--- config.mk ---
export PLATFORM = sky130hd
export DESIGN_NAME = multi_servo_sweep_scheduler
export DESIGN_NICKNAME = d
export VERILOG_FILES = /design/src/hdl/msss_pkg.sv /design/src/hdl/msss_regs.sv /design/src/hdl/msss_ctrl.sv /design/src/hdl/msss_datapath.sv /design/src/hdl/multi_servo_sweep_scheduler.sv
export SDC_FILE = /design/constraint.sdc
export NUM_CORES = 2
export LEC_CHECK = 0
export BUFFER_PORTS_ARGS = -buffer_cell sky130_fd_sc_hd__buf_2
export CAP_MARGIN = 20
export CORE_AREA = 4 4 459 461
export CTS_BUF_LIST = sky130_fd_sc_hd__clkbuf_16
export CTS_CLUSTER_SIZE = 28
export DETAILED_ROUTE_END_ITERATION = 16
export DIE_AREA = 0 0 463 465
export PLACE_DENSITY = 0.62
export SLEW_MARGIN = 10
export SYNTH_ARGS = -nofsm -noshare
export SYNTH_HDL_FRONTEND = slang
export SYNTH_HIERARCHICAL = 1
export SYNTH_SLANG_ARGS = --single-unit
--- constraint.sdc ---
create_clock -name clock -period 17.4 [get_ports clock]
set_input_delay 4.35 -clock clock [delete_from_list [all_inputs] [get_ports clock]]
set_output_delay 4.35 -clock clock [all_outputs]
set_load 0.02 [all_outputs]
--- src/hdl/msss_pkg.sv ---
// Shared types, constants and reset tables of the servo sweep scheduler.
// Depends on nothing; every other file in hdl imports it.
package msss_pkg;

   // default configuration of the top level
   localparam int unsigned CHANNELS_DEF           = 24;
   localparam int unsigned CHANNELS_PER_BOARD_DEF = 16;
   localparam int unsigned ANGLE_SPAN_DEF         = 180;

   // field widths
   localparam int unsigned ANGLE_W  = 8;
   localparam int unsigned DUTY_W   = 12;
   localparam int unsigned TIME_W   = 32;
   localparam int unsigned PERIOD_W = 16;
   localparam int unsigned STEP_W   = 2;
   localparam int unsigned CHAN_W   = 5;
   localparam int unsigned BCH_W    = 4;
   localparam int unsigned ADDR_W   = 4;
   localparam int unsigned DATA_W   = 32;

   // duty scaling: quotient by reciprocal, magnitudes stay below 2^MAG_W
   localparam int unsigned MAG_W     = 20;
   localparam int unsigned DIV_SHIFT = 20;

   localparam logic [DUTY_W-1:0] DUTY_MAX = '1;

   typedef enum logic {
      OP_TICK = 1'b0,
      OP_LOAD = 1'b1
   } op_type;

   typedef enum logic [1:0] {
      REG_MIN_ANGLE = 2'd0,
      REG_MAX_ANGLE = 2'd1,
      REG_DUTY_LOW  = 2'd2,
      REG_DUTY_HIGH = 2'd3
   } reg_idx_type;

   localparam logic signed [STEP_W-1:0] STEP_PLUS  = 2'sb01;
   localparam logic signed [STEP_W-1:0] STEP_MINUS = 2'sb11;
   localparam logic signed [STEP_W-1:0] STEP_BAD   = 2'sb10;

   // register reset values
   localparam logic [ANGLE_W-1:0] MIN_ANGLE_RST = 8'd30;
   localparam logic [ANGLE_W-1:0] MAX_ANGLE_RST = 8'd150;
   localparam logic [DUTY_W-1:0]  DUTY_LOW_RST  = 12'd90;
   localparam logic [DUTY_W-1:0]  DUTY_HIGH_RST = 12'd500;

   // channel table reset values
   localparam logic [ANGLE_W-1:0]  ANGLE_RST      = 8'd90;
   localparam logic [ANGLE_W-1:0]  ANGLE_RST_MID  = 8'd135;
   localparam logic [PERIOD_W-1:0] PERIOD_RST     = 16'd100;
   localparam logic [PERIOD_W-1:0] PERIOD_RST_FST = 16'd10;
   localparam logic [PERIOD_W-1:0] PERIOD_RST_MED = 16'd50;
   localparam int unsigned MID_FIRST  = 8;
   localparam int unsigned MED_FIRST  = 12;
   localparam int unsigned MID_LAST   = 15;

   typedef struct packed {
      logic [ANGLE_W-1:0] min_angle;
      logic [ANGLE_W-1:0] max_angle;
      logic [DUTY_W-1:0]  duty_low;
      logic [DUTY_W-1:0]  duty_high;
   } cfg_type;

   typedef struct packed {
      logic start_tick;
      logic load_entry;
      logic check;
      logic next_chan;
      logic push;
      logic flush;
   } cmd_type;

   typedef struct packed {
      logic fire;
      logic last_chan;
      logic pend_valid;
      logic out_free;
   } sts_type;

   function automatic logic [ANGLE_W-1:0] reset_angle(input int unsigned c);
      if (c >= MID_FIRST && c <= MID_LAST) return ANGLE_RST_MID;
      return ANGLE_RST;
   endfunction

   function automatic logic [PERIOD_W-1:0] reset_period(input int unsigned c);
      if (c >= MID_FIRST && c < MED_FIRST) return PERIOD_RST_FST;
      if (c >= MED_FIRST && c <= MID_LAST) return PERIOD_RST_MED;
      return PERIOD_RST;
   endfunction

endpackage

--- src/hdl/msss_regs.sv ---
// Configuration register file behind the APB-style port.
// Depends on msss_pkg.
module msss_regs
   import msss_pkg::*;
(
   input  logic              clock,
   input  logic              reset,
   input  logic              psel,
   input  logic              penable,
   input  logic              pwrite,
   input  logic [ADDR_W-1:0] paddr,
   input  logic [DATA_W-1:0] pwdata,
   output logic [DATA_W-1:0] prdata,
   output logic              pready,
   output cfg_type           cfg
);

   cfg_type cfg_ff;
   logic    wr_en;

   assign wr_en  = psel && penable && pwrite;
   assign pready = 1'b1;
   assign cfg    = cfg_ff;

   always_ff @(posedge clock) begin
      if (reset) begin
         cfg_ff.min_angle <= MIN_ANGLE_RST;
         cfg_ff.max_angle <= MAX_ANGLE_RST;
         cfg_ff.duty_low  <= DUTY_LOW_RST;
         cfg_ff.duty_high <= DUTY_HIGH_RST;
      end else if (wr_en) begin
         case (paddr[ADDR_W-1:2])
            REG_MIN_ANGLE: cfg_ff.min_angle <= pwdata[ANGLE_W-1:0];
            REG_MAX_ANGLE: cfg_ff.max_angle <= pwdata[ANGLE_W-1:0];
            REG_DUTY_LOW:  cfg_ff.duty_low  <= pwdata[DUTY_W-1:0];
            REG_DUTY_HIGH: cfg_ff.duty_high <= pwdata[DUTY_W-1:0];
            default: ;
         endcase
      end
   end

   always_comb begin
      case (paddr[ADDR_W-1:2])
         REG_MIN_ANGLE: prdata = DATA_W'(cfg_ff.min_angle);
         REG_MAX_ANGLE: prdata = DATA_W'(cfg_ff.max_angle);
         REG_DUTY_LOW:  prdata = DATA_W'(cfg_ff.duty_low);
         REG_DUTY_HIGH: prdata = DATA_W'(cfg_ff.duty_high);
         default:       prdata = '0;
      endcase
   end

endmodule

--- src/hdl/msss_ctrl.sv ---
// Sequencer of the scheduler: accepts items, walks channels, paces the scaling.
// Depends on msss_pkg; drives the datapath through cmd_type, reads sts_type.
module msss_ctrl
   import msss_pkg::*;
(
   input  logic    clock,
   input  logic    reset,
   input  logic    req_valid,
   input  logic    req_operation,
   output logic    req_ready,
   input  sts_type sts,
   output cmd_type cmd
);

   typedef enum logic [2:0] {
      ST_IDLE,
      ST_CHECK,
      ST_MUL1,
      ST_MUL2,
      ST_FINISH,
      ST_FLUSH
   } state_type;

   state_type state_ff, state_in;

   always_comb begin
      state_in  = state_ff;
      cmd       = '0;
      req_ready = 1'b0;
      case (state_ff)
         ST_IDLE: begin
            req_ready = 1'b1;
            if (req_valid) begin
               if (req_operation == OP_LOAD) begin
                  cmd.load_entry = 1'b1;
               end else begin
                  cmd.start_tick = 1'b1;
                  state_in       = ST_CHECK;
               end
            end
         end
         ST_CHECK: begin
            cmd.check = 1'b1;
            if (sts.fire) begin
               state_in = ST_MUL1;
            end else if (sts.last_chan) begin
               state_in = ST_FLUSH;
            end else begin
               cmd.next_chan = 1'b1;
            end
         end
         ST_MUL1: state_in = ST_MUL2;
         ST_MUL2: state_in = ST_FINISH;
         ST_FINISH: begin
            // hold until the older pending result can move on
            if (!sts.pend_valid || sts.out_free) begin
               cmd.push = 1'b1;
               if (sts.last_chan) begin
                  state_in = ST_FLUSH;
               end else begin
                  cmd.next_chan = 1'b1;
                  state_in      = ST_CHECK;
               end
            end
         end
         ST_FLUSH: begin
            if (!sts.pend_valid) begin
               state_in = ST_IDLE;
            end else if (sts.out_free) begin
               cmd.flush = 1'b1;
               state_in  = ST_IDLE;
            end
         end
         default: state_in = ST_IDLE;
      endcase
   end

   always_ff @(posedge clock) begin
      if (reset) begin
         state_ff <= ST_IDLE;
      end else begin
         state_ff <= state_in;
      end
   end

endmodule

--- src/hdl/msss_datapath.sv ---
// Channel table, due check, sweep update, duty scaling and result registers.
// Depends on msss_pkg; commanded by msss_ctrl.
module msss_datapath
   import msss_pkg::*;
#(
   parameter int unsigned CHANNELS           = CHANNELS_DEF,
   parameter int unsigned CHANNELS_PER_BOARD = CHANNELS_PER_BOARD_DEF,
   parameter int unsigned ANGLE_SPAN         = ANGLE_SPAN_DEF
) (
   input  logic                       clock,
   input  logic                       reset,
   input  cmd_type                    cmd,
   output sts_type                    sts,
   input  cfg_type                    cfg,
   input  logic [TIME_W-1:0]          req_now_ms,
   input  logic [CHAN_W-1:0]          req_channel,
   input  logic [ANGLE_W-1:0]         req_position,
   input  logic signed [STEP_W-1:0]   req_step,
   input  logic [PERIOD_W-1:0]        req_period_ms,
   output logic                       rsp_valid,
   input  logic                       rsp_ready,
   output logic                       rsp_board,
   output logic [BCH_W-1:0]           rsp_board_channel,
   output logic [DUTY_W-1:0]          rsp_duty_ticks,
   output logic                       rsp_last
);

   localparam int unsigned IDX_W   = (CHANNELS > 1) ? $clog2(CHANNELS) : 1;
   localparam int unsigned RECIP   = (1 << DIV_SHIFT) / ANGLE_SPAN;
   localparam int unsigned RECIP_W = DIV_SHIFT + 1;
   localparam int unsigned PROD_W  = ANGLE_W + DUTY_W + 2;
   localparam int unsigned RAW_W   = MAG_W + RECIP_W;
   localparam int unsigned QW      = RAW_W - DIV_SHIFT;
   localparam int unsigned BACK_W  = QW + ANGLE_W;
   localparam int unsigned VW      = QW + 2;
   localparam int unsigned SA_W    = ANGLE_W + 2;

   // channel table
   logic [ANGLE_W-1:0]        angle_ff  [CHANNELS];
   logic signed [STEP_W-1:0]  step_ff   [CHANNELS];
   logic [PERIOD_W-1:0]       period_ff [CHANNELS];
   logic [TIME_W-1:0]         last_ff   [CHANNELS];

   // walk state
   logic [IDX_W-1:0]  idx_ff;
   logic              brd_ff;
   logic [BCH_W-1:0]  bch_ff;
   logic [TIME_W-1:0] now_ff;

   logic [ANGLE_W-1:0]       cur_angle;
   logic signed [STEP_W-1:0] cur_step;
   logic [PERIOD_W-1:0]      cur_period;
   logic [TIME_W-1:0]        cur_last;
   logic [TIME_W-1:0]        elapsed;
   logic                     fire;
   logic                     last_chan;

   logic signed [SA_W-1:0]   nx;
   logic signed [SA_W-1:0]   na;
   logic signed [STEP_W-1:0] new_step;
   logic [ANGLE_W-1:0]       new_angle;
   logic                     reverse;

   logic                     load_ok;
   logic [IDX_W-1:0]         load_idx;
   logic [ANGLE_W-1:0]       load_pos;
   logic signed [STEP_W-1:0] load_step;

   // scaling pipeline
   logic signed [DUTY_W:0]   span;
   logic signed [PROD_W-1:0] prod_in, prod_ff;
   logic [PROD_W-1:0]        mag_full;
   logic [MAG_W-1:0]         mag_in, mag_ff;
   logic [RAW_W-1:0]         raw_in, raw_ff;
   logic                     neg_ff, neg_q_ff;
   logic [QW-1:0]            qest;
   logic [BACK_W-1:0]        back;
   logic [BACK_W-1:0]        rem;
   logic [QW-1:0]            q_in, q_ff;
   logic signed [VW-1:0]     lo_s, q_s, v;
   logic [DUTY_W-1:0]        duty;

   // result registers
   logic              pend_valid_ff;
   logic              pend_board_ff;
   logic [BCH_W-1:0]  pend_bch_ff;
   logic [DUTY_W-1:0] pend_duty_ff;
   logic              out_valid_ff;
   logic              out_board_ff;
   logic [BCH_W-1:0]  out_bch_ff;
   logic [DUTY_W-1:0] out_duty_ff;
   logic              out_last_ff;
   logic              out_free;

   assign cur_angle  = angle_ff[idx_ff];
   assign cur_step   = step_ff[idx_ff];
   assign cur_period = period_ff[idx_ff];
   assign cur_last   = last_ff[idx_ff];
   assign elapsed    = now_ff - cur_last;
   assign fire       = elapsed >= TIME_W'(cur_period);
   assign last_chan  = idx_ff == IDX_W'(CHANNELS - 1);

   // sweep: reverse at the limits, then clamp to the span
   always_comb begin
      nx      = $signed({2'b00, cur_angle}) + SA_W'(cur_step);
      reverse = (nx > $signed({2'b00, cfg.max_angle})) ||
                (nx < $signed({2'b00, cfg.min_angle}));
      new_step = reverse ? -cur_step : cur_step;
      na       = $signed({2'b00, cur_angle}) + SA_W'(new_step);
      if (na < 0) begin
         new_angle = '0;
      end else if (na > $signed(SA_W'(ANGLE_SPAN))) begin
         new_angle = ANGLE_W'(ANGLE_SPAN);
      end else begin
         new_angle = na[ANGLE_W-1:0];
      end
   end

   // load: drop out-of-range channels, saturate position and step
   assign load_ok   = {1'b0, req_channel} < (CHAN_W + 1)'(CHANNELS);
   assign load_idx  = req_channel[IDX_W-1:0];
   assign load_pos  = (req_position > ANGLE_W'(ANGLE_SPAN)) ? ANGLE_W'(ANGLE_SPAN)
                                                            : req_position;
   assign load_step = (req_step == STEP_BAD) ? STEP_MINUS : req_step;

   // the entry is updated only when its result is pushed, so the angle
   // feeding the scaling pipeline holds while the walk waits
   always_ff @(posedge clock) begin
      if (reset) begin
         for (int c = 0; c < CHANNELS; c++) begin
            angle_ff[c]  <= reset_angle(c);
            step_ff[c]   <= STEP_PLUS;
            period_ff[c] <= reset_period(c);
            last_ff[c]   <= '0;
         end
      end else if (cmd.load_entry && load_ok) begin
         angle_ff[load_idx]  <= load_pos;
         step_ff[load_idx]   <= load_step;
         period_ff[load_idx] <= req_period_ms;
      end else if (cmd.push) begin
         angle_ff[idx_ff] <= new_angle;
         step_ff[idx_ff]  <= new_step;
         last_ff[idx_ff]  <= now_ff;
      end
   end

   always_ff @(posedge clock) begin
      if (reset) begin
         idx_ff <= '0;
         brd_ff <= 1'b0;
         bch_ff <= '0;
      end else if (cmd.start_tick) begin
         idx_ff <= '0;
         brd_ff <= 1'b0;
         bch_ff <= '0;
      end else if (cmd.next_chan) begin
         idx_ff <= idx_ff + 1'b1;
         if (bch_ff == BCH_W'(CHANNELS_PER_BOARD - 1)) begin
            bch_ff <= '0;
            brd_ff <= ~brd_ff;
         end else begin
            bch_ff <= bch_ff + 1'b1;
         end
      end
   end

   always_ff @(posedge clock) begin
      if (cmd.start_tick) begin
         now_ff <= req_now_ms;
      end
   end

   // duty = low + trunc(angle * (high - low) / span); quotient of the magnitude
   // by reciprocal with one correction step
   always_comb begin
      span     = $signed({1'b0, cfg.duty_high}) - $signed({1'b0, cfg.duty_low});
      prod_in  = PROD_W'($signed({1'b0, cur_angle})) * PROD_W'(span);
      mag_full = prod_ff[PROD_W-1] ? PROD_W'(-prod_ff) : PROD_W'(prod_ff);
      mag_in   = mag_full[MAG_W-1:0];
      raw_in   = RAW_W'(mag_in) * RAW_W'(RECIP);
      qest     = raw_ff[RAW_W-1:DIV_SHIFT];
      back     = BACK_W'(qest) * BACK_W'(ANGLE_SPAN);
      rem      = BACK_W'(mag_ff) - back;
      q_in     = qest + QW'(rem >= BACK_W'(ANGLE_SPAN));
      lo_s     = $signed(VW'(cfg.duty_low));
      q_s      = $signed(VW'(q_ff));
      v        = neg_q_ff ? (lo_s - q_s) : (lo_s + q_s);
      if (v < 0) begin
         duty = '0;
      end else if (v > $signed(VW'(DUTY_MAX))) begin
         duty = DUTY_MAX;
      end else begin
         duty = v[DUTY_W-1:0];
      end
   end

   always_ff @(posedge clock) begin
      prod_ff  <= prod_in;
      mag_ff   <= mag_in;
      raw_ff   <= raw_in;
      neg_ff   <= prod_ff[PROD_W-1];
      q_ff     <= q_in;
      neg_q_ff <= neg_ff;
   end

   // one result is held back so the final one of a tick can be marked
   assign out_free = !out_valid_ff || rsp_ready;

   always_ff @(posedge clock) begin
      if (reset) begin
         pend_valid_ff <= 1'b0;
         out_valid_ff  <= 1'b0;
      end else begin
         if (cmd.push) begin
            pend_valid_ff <= 1'b1;
         end else if (cmd.flush) begin
            pend_valid_ff <= 1'b0;
         end
         if ((cmd.push && pend_valid_ff) || cmd.flush) begin
            out_valid_ff <= 1'b1;
         end else if (rsp_ready) begin
            out_valid_ff <= 1'b0;
         end
      end
   end

   always_ff @(posedge clock) begin
      if (cmd.push) begin
         pend_board_ff <= brd_ff;
         pend_bch_ff   <= bch_ff;
         pend_duty_ff  <= duty;
      end
      if ((cmd.push && pend_valid_ff) || cmd.flush) begin
         out_board_ff <= pend_board_ff;
         out_bch_ff   <= pend_bch_ff;
         out_duty_ff  <= pend_duty_ff;
         out_last_ff  <= cmd.flush;
      end
   end

   assign rsp_valid         = out_valid_ff;
   assign rsp_board         = out_board_ff;
   assign rsp_board_channel = out_bch_ff;
   assign rsp_duty_ticks    = out_duty_ff;
   assign rsp_last          = out_last_ff;

   assign sts.fire       = fire;
   assign sts.last_chan  = last_chan;
   assign sts.pend_valid = pend_valid_ff;
   assign sts.out_free   = out_free;

   a_push_room: assert property (@(posedge clock) disable iff (reset)
      cmd.push && pend_valid_ff |-> out_free)
      else $error("pending result pushed into a full output register");

   a_flush_pend: assert property (@(posedge clock) disable iff (reset)
      cmd.flush |-> pend_valid_ff)
      else $error("flush without a pending result");

   a_step_code: assert property (@(posedge clock) disable iff (reset)
      cmd.check |-> cur_step != STEP_BAD)
      else $error("channel table holds the unused step pattern");

endmodule

--- src/hdl/multi_servo_sweep_scheduler.sv ---
// Top level of the multichannel servo sweep scheduler.
// Depends on msss_pkg, msss_regs, msss_ctrl and msss_datapath.
//
// Usage:
//  - req_* channel (valid/ready): operation selects a load (write angle, step
//    and period of one channel, gives no result) or a tick (now_ms, visit every
//    channel in ascending order).
//  - rsp_* channel (valid/ready): one transfer per channel whose period has
//    elapsed on a tick: board, board_channel, duty_ticks from the angle before
//    the step; last marks the final transfer of the tick.
//  - APB-style port: min_angle, max_angle, duty_low, duty_high at 0x0, 0x4,
//    0x8, 0xC; write only while the block is idle. pready is tied high.
// Walk: a tick visits every channel in turn; each channel that fires passes
//  through the duty scaling pipeline of two multiplier stages and one correction
//  stage, and the final result is handed out at the end. A new item is taken
//  only when the previous tick has finished its walk.
// Results are held in a pending register and an output register, so the
//  receiver may stall freely; the walk holds when both are occupied and rsp_ready is low.
// Reset (synchronous): registers and the channel table return to their
//  power-on values, both result registers empty.
module multi_servo_sweep_scheduler
   import msss_pkg::*;
#(
   parameter int unsigned CHANNELS           = CHANNELS_DEF,
   parameter int unsigned CHANNELS_PER_BOARD = CHANNELS_PER_BOARD_DEF,
   parameter int unsigned ANGLE_SPAN         = ANGLE_SPAN_DEF
) (
   input  logic                     clock,
   input  logic                     reset,
   // request channel
   input  logic                     req_valid,
   output logic                     req_ready,
   input  logic                     req_operation,
   input  logic [TIME_W-1:0]        req_now_ms,
   input  logic [CHAN_W-1:0]        req_channel,
   input  logic [ANGLE_W-1:0]       req_position,
   input  logic signed [STEP_W-1:0] req_step,
   input  logic [PERIOD_W-1:0]      req_period_ms,
   // result channel
   output logic                     rsp_valid,
   input  logic                     rsp_ready,
   output logic                     rsp_board,
   output logic [BCH_W-1:0]         rsp_board_channel,
   output logic [DUTY_W-1:0]        rsp_duty_ticks,
   output logic                     rsp_last,
   // configuration port
   input  logic                     psel,
   input  logic                     penable,
   input  logic                     pwrite,
   input  logic [ADDR_W-1:0]        paddr,
   input  logic [DATA_W-1:0]        pwdata,
   output logic [DATA_W-1:0]        prdata,
   output logic                     pready
);

   cfg_type cfg;
   cmd_type cmd;
   sts_type sts;

   // register file: limits and duty endpoints
   msss_regs u_regs (
      .clock   (clock),
      .reset   (reset),
      .psel    (psel),
      .penable (penable),
      .pwrite  (pwrite),
      .paddr   (paddr),
      .pwdata  (pwdata),
      .prdata  (prdata),
      .pready  (pready),
      .cfg     (cfg)
   );

   // sequencer: accept items, advance the walk, hold on a full output
   msss_ctrl u_ctrl (
      .clock         (clock),
      .reset         (reset),
      .req_valid     (req_valid),
      .req_operation (req_operation),
      .req_ready     (req_ready),
      .sts           (sts),
      .cmd           (cmd)
   );

   // channel table, scaling and result registers
   msss_datapath #(
      .CHANNELS           (CHANNELS),
      .CHANNELS_PER_BOARD (CHANNELS_PER_BOARD),
      .ANGLE_SPAN         (ANGLE_SPAN)
   ) u_datapath (
      .clock             (clock),
      .reset             (reset),
      .cmd               (cmd),
      .sts               (sts),
      .cfg               (cfg),
      .req_now_ms        (req_now_ms),
      .req_channel       (req_channel),
      .req_position      (req_position),
      .req_step          (req_step),
      .req_period_ms     (req_period_ms),
      .rsp_valid         (rsp_valid),
      .rsp_ready         (rsp_ready),
      .rsp_board         (rsp_board),
      .rsp_board_channel (rsp_board_channel),
      .rsp_duty_ticks    (rsp_duty_ticks),
      .rsp_last          (rsp_last)
   );

endmodule

Yosys cells after proc, flatten, opt, wreduce, memory -nomap -nowiden

Memory sizes are Yosys's and may differ from the RTL's. A register that Yosys moved wholly into a read port is not among the register bits.
Index checks and enable logic that the tools add are counted.

$add $sub $neg: 12
Mux-type cells: 78
Reductions and logical operators: 27
Order comparisons: 10
Bitwise logic cells: 1
Equality and inequality tests: 16
Multipliers: 3

Operators by type and width:

| kind                                                                | number |
|---|---|
| case mux 32 bit (4 select lines)                                    | 1 |
| 2-to-1 mux 5 bit                                                    | 14 |
| 2-to-1 mux 8 bit                                                    | 7 |
| 2-to-1 mux 16 bit                                                   | 3 |
| multiplier 20 x 13 -> 33 bit (second input constant)                | 1 |
| greater-or-equal comparator 32 x 16 -> 1 bit                        | 1 |
| 2-to-1 mux 32 bit                                                   | 1 |
| OR reduction 32 bit                                                 | 1 |
| subtractor 32 bit                                                   | 1 |
| greater-or-equal comparator 29 x 8 -> 1 bit (second input constant) | 1 |
| 2-to-1 mux 1 bit                                                    | 29 |
| subtractor 20 x 29 -> 29 bit                                        | 1 |
| 2-to-1 mux 3 bit                                                    | 8 |
| > comparator 23 x 13 -> 1 bit (second input constant)               | 1 |
| less-than comparator 23 x 1 -> 1 bit (second input constant)        | 1 |
| 2-to-1 mux 23 bit                                                   | 1 |
| adder 12 x 21 -> 22 bit                                             | 1 |
| multiplier 9 x 13 -> 22 bit                                         | 1 |
| subtractor 12 x 21 -> 22 bit                                        | 1 |
| adder 9 x 2 -> 10 bit                                               | 2 |
| 2-to-1 mux 20 bit                                                   | 1 |
| negation 20 bit                                                     | 1 |
| multiplier 13 x 6 -> 19 bit (second input constant)                 | 1 |
| case mux 3 bit (6 select lines)                                     | 1 |
| 39 further kinds                                                    | 66 |

Logic and storage cells: 175
Memories kept: 4
Bits of input ports: 107
Bits in writable memories: 1,392
Output and inout bits: 53
Register bits after elaboration: 220

Memories:

| memory               | words | width | rd ports | clocked after memory_dff | wr ports | line                | RTL |
|---|---|---|---|---|---|---|---|
| u_datapath.last_ff   | 24    | 32    | 1        | 1                        | 24       | msss_datapath.sv:42 | `logic [TIME_W-1:0] last_ff [CHANNELS];` |
| u_datapath.period_ff | 24    | 16    | 1        | 1                        | 24       | msss_datapath.sv:41 | `logic [PERIOD_W-1:0] period_ff [CHANNELS];` |
| u_datapath.angle_ff  | 24    | 8     | 1        | 1                        | 24       | msss_datapath.sv:39 | `logic [ANGLE_W-1:0] angle_ff [CHANNELS];` |
| u_datapath.step_ff   | 24    | 2     | 1        | 1                        | 24       | msss_datapath.sv:40 | `logic signed [STEP_W-1:0] step_ff [CHANNELS];` |

Longest topological paths before layout

Word-level depth: 11
Mapped depth: 38
Mapped depth without buffers: 32

Modules after synthesis

Netlist, hierarchy kept.

By module, submodules not included:

| module        | seq. area each (sq um) | area each (sq um) | times used | cells each |
|---|---|---|---|---|
| msss_datapath | 59,447.0               | 98,612.1          | 1          | 6,515 |
| msss_regs     | 800.8                  | 2,075.7           | 1          | 199 |
| msss_ctrl     | 60.1                   | 279.0             | 1          | 36 |

Worst setup path before layout

No wires, ideal clock.

Path kind: input-to-output
Start point: input port paddr[3]
End point: output port prdata[4]
Arrival time: 5.194 ns
Buffers on the path: 2
Required time: 13.050 ns
Setup slack: 7.856 ns
Cell stages on the path: 3
Cells stage by stage: buf_6 -> buf_4 -> mux4_2

Cells in the longest elaborated chain, start to end: 2
Elaborated cells between the ends (all ways): 5
Those cells by class: eq/ne (3); mux (1); reduce/logical (1)

Ends and longest elaborated chain:

| item                                        | line                              | RTL |
|---|---|---|
| start, declared                             | multi_servo_sweep_scheduler.sv:50 | `input logic [ADDR_W-1:0] paddr,` |
| == test 2 bit, or another cell as far along | msss_regs.sv:43                   | `case (paddr[ADDR_W-1:2])` |
| case mux 32 bit (4 select lines) *          | msss_regs.sv:43                   |  |
| end, declared                               | multi_servo_sweep_scheduler.sv:52 | `output logic [DATA_W-1:0] prdata,` |

Every way passes the cells marked *; elsewhere a longest branch is shown, timed or not. The select of a mux whose other input is x is not followed.

==> results.txt <==
The run finished with clean final reports. The synthesized area is 101000 µm². Setup slack on the critical path of the routed design comes to 6.70 ns.

The transition at the pin with the smallest max-transition slack is 1.17 ns. The final critical path time including I/O delays and setup is 10.70 ns. The total placed instance area is 105000 µm².

The highest ir drop seen on vdd is 669 µV. Each instance of the synthesized netlist takes up on average 15.0 µm². Data arrives at the worst endpoint at 11.48 ns.

The number of nets with antenna violations after routing is 0. Setup repair after global routing left no endpoint under its margin. The first-pass detailed-route iteration total is 5.

The maximum single-stage delay on the critical path is 0.86 ns. The routed wire length per instance came out at 26.1 µm. The tightest hold path in the finished design has a slack of 0.327 ns.

Measured along the y axis, the die boundary spans 465 µm. The signed area change from the synthesized netlist to the final layout is 11.0%. The leakage power total is 39.6 nW. The number of antenna violations at the first check in global routing is 14. The net count of the finished layout is 7544. TritonCTS built the clock tree. The top-level I/O count is 160. The ratio of final minimum period to clock period came out at 0.615. For this run, global-route usage on met3 was measured as 0.0417. The aggregate global-route resource usage came out at 0.238.

The violation count after the first detailed-route iteration is 5457. During synthesis, Yosys emitted a total of 6 warnings. The overall routed net length is 257000 µm. The number of buffers added for setup after CTS is 0. The area of the placeable core is 206000 µm². Counting the fill cells in the layout gives 16700. The hold-fix buffer count after cts came out at 0.

The maximum frequency from static timing analysis came out at 0.0934 GHz. The first-pass GRT wire length came out at 381000 µm. The number of port buffers is 116. Among the stages of the critical path, the cell type that occurs most often is buf_4.

The final number of max-transition violations is 0. Dividing total power by cell area gives a power density of 202 nW/µm². The cell at the root of the clock tree is clkbuf_16. The kind of start point of the critical path is a flop. The library cell used most frequently in the layout, excluding fill and tap cells, is edfxtp_1.

The share of the core filled with cells in the final layout came out at 0.543. The number of global-route vias before repair came out at 57900. The endpoint type of the worst setup path is a flop. The layer flagged by global routing as most heavily used is met2.

For met2 alone, demand over resource in global routing was 0.386. The ratio of cells with drive above 1 in the final layout came out at 0.183. Setup violations remaining at the end of the flow were counted as 0. In the routed design, unresolved DRC markers number 0. The routability-driven placement congestion ratio came out at 0.847. Global routing finished with a remaining overflow of 0. The die is 463 µm wide. The total number of vias came out at 57000. The global-route met1 utilization is 0.337. The setup slack at placement came out at 6.65 ns. The worst path buffer plus inverter count is 5. In the layout the commonest cells are 1923 x edfxtp_1, 1069 x and2_1, 585 x mux4_2.

Once the clock tree was built, the resizer swapped 0 gates to a different size. Across the routed clock network, the largest skew measured is 0.0765 ns. At the later pin of the worst-skew pair, clock insertion delay measures 0.87 ns. The design area came out at 112000 µm². The required time of the worst setup path is 18.18 ns. The cell row count came out at 167. The overall die area came out at 215000 µm². The initial core utilization is 0.489.

The sum of negative setup slack came out at 0 ns. The clock buffer count from CTS is 212. The remaining max-slew budget at the tightest pin came out at 0.194. The family with the most delay on the worst path is buffers and inverters. The slowest stage cell on the critical path is dfxtp_4. The clock sink total is 2051. After clock tree synthesis, the clock-pin slew on the worst setup and hold paths is 0.06 ns.

The largest net degree at the start of global routing is 126. Using the TritonRoute via totals, the vias-per-cell ratio works out to 5.79. The longest clock path from root to sink contains 3 buffers.

The HPWL after detailed placement is 156000 µm. The deepest level of the CTS H-tree is 4. The worst hold-check path type is reg2reg. The top fanout value on the critical path is 36.

The number of endpoints with negative hold slack in the final report is 0. The count of max-cap constraint violations is 0. The critical path in this run is classified as reg2reg.

In the synthesized netlist, the number of instances is 6749.
## path summary, 6_finish.rpt
kind	start	end	slack (ns)	cells after the start
worst max-delay path	flop	u_datapath/bch_ff[3]	6.70	32
worst min-delay path	u_datapath/neg_ff	u_datapath/neg_q_ff	0.33	0
worst max register to register	flop	u_datapath/bch_ff[3]	6.70	32
worst min register to register	u_datapath/neg_ff	u_datapath/neg_q_ff	0.33	0
## cell type report
class	instances	area (µm²)	area share
clock buffer	213	5330	0.0476
multi-input combinational	4065	38300	0.342
timing repair buffer	288	1920	0.0171
tap	2704	3380	0.0302
antenna	10	25.0	0.000223
clock inverter	181	1470	0.0131
sequential	2051	60300	0.538
inverter	329	1230	0.0110
## metal layers
metal	share of wire	wire length (µm)
met2	0.48	124000
met3	0.080	20700
met1	0.41	106000
met4	0.024	6070
met5	0	0
## worst register-to-register path: cells and delay by family, from the launching register on
kind | cells | cell delay, ns
and+or+nand+nor | 10 | 2.37
AOI/OAI and AO/OA | 11 | 2.38
adders and majority gates | 2 | 0.71
muxes | 3 | 1.61
buffers and inverters | 5 | 2.54
DFF | 1 | 0.86
xor gates and xnor gates | 1 | 0.15
## registers in the layout (all words and copies together), names as in the netlist, 3 cells and up, named ones only
| register | flops |
|---|---|
| u_datapath/pend_duty_ff | 12 |
| u_datapath/last_ff | 1024 |
| u_datapath/angle_ff | 256 |
| u_datapath/q_ff | 14 |
| u_datapath/bch_ff | 4 |
| u_datapath/mag_ff | 18 |
| u_datapath/step_ff | 64 |
| u_datapath/raw_ff | 13 |
| u_datapath/rsp_duty_ticks | 12 |
| u_datapath/now_ff | 32 |
| u_regs/cfg | 40 |
| u_ctrl/state_ff | 3 |
| u_datapath/period_ff | 512 |
| u_datapath/pend_bch_ff | 4 |
| u_datapath/idx_ff | 5 |
| u_datapath/prod_ff | 21 |
| u_datapath/rsp_board_channel | 4 |
## per-stage QoR
stage                     instances  power, mW
after floorplan                6895       15.8
after global placement         9432       18.1
after detailed placement       9434       18.3
after CTS                      9828       22.8
after global routing           9836       24.9
final                          9841       22.6
## where the power goes
| group | switching (mW) | internal, mW |
|---|---|---|
| logic | 6.75 | 5.52 |
| clock network | 1.94 | 2.48 |
| registers | 0.136 | 5.78 |
| total | 8.83 | 13.8 |
Note: power is estimated with default switching activity, not from simulation.
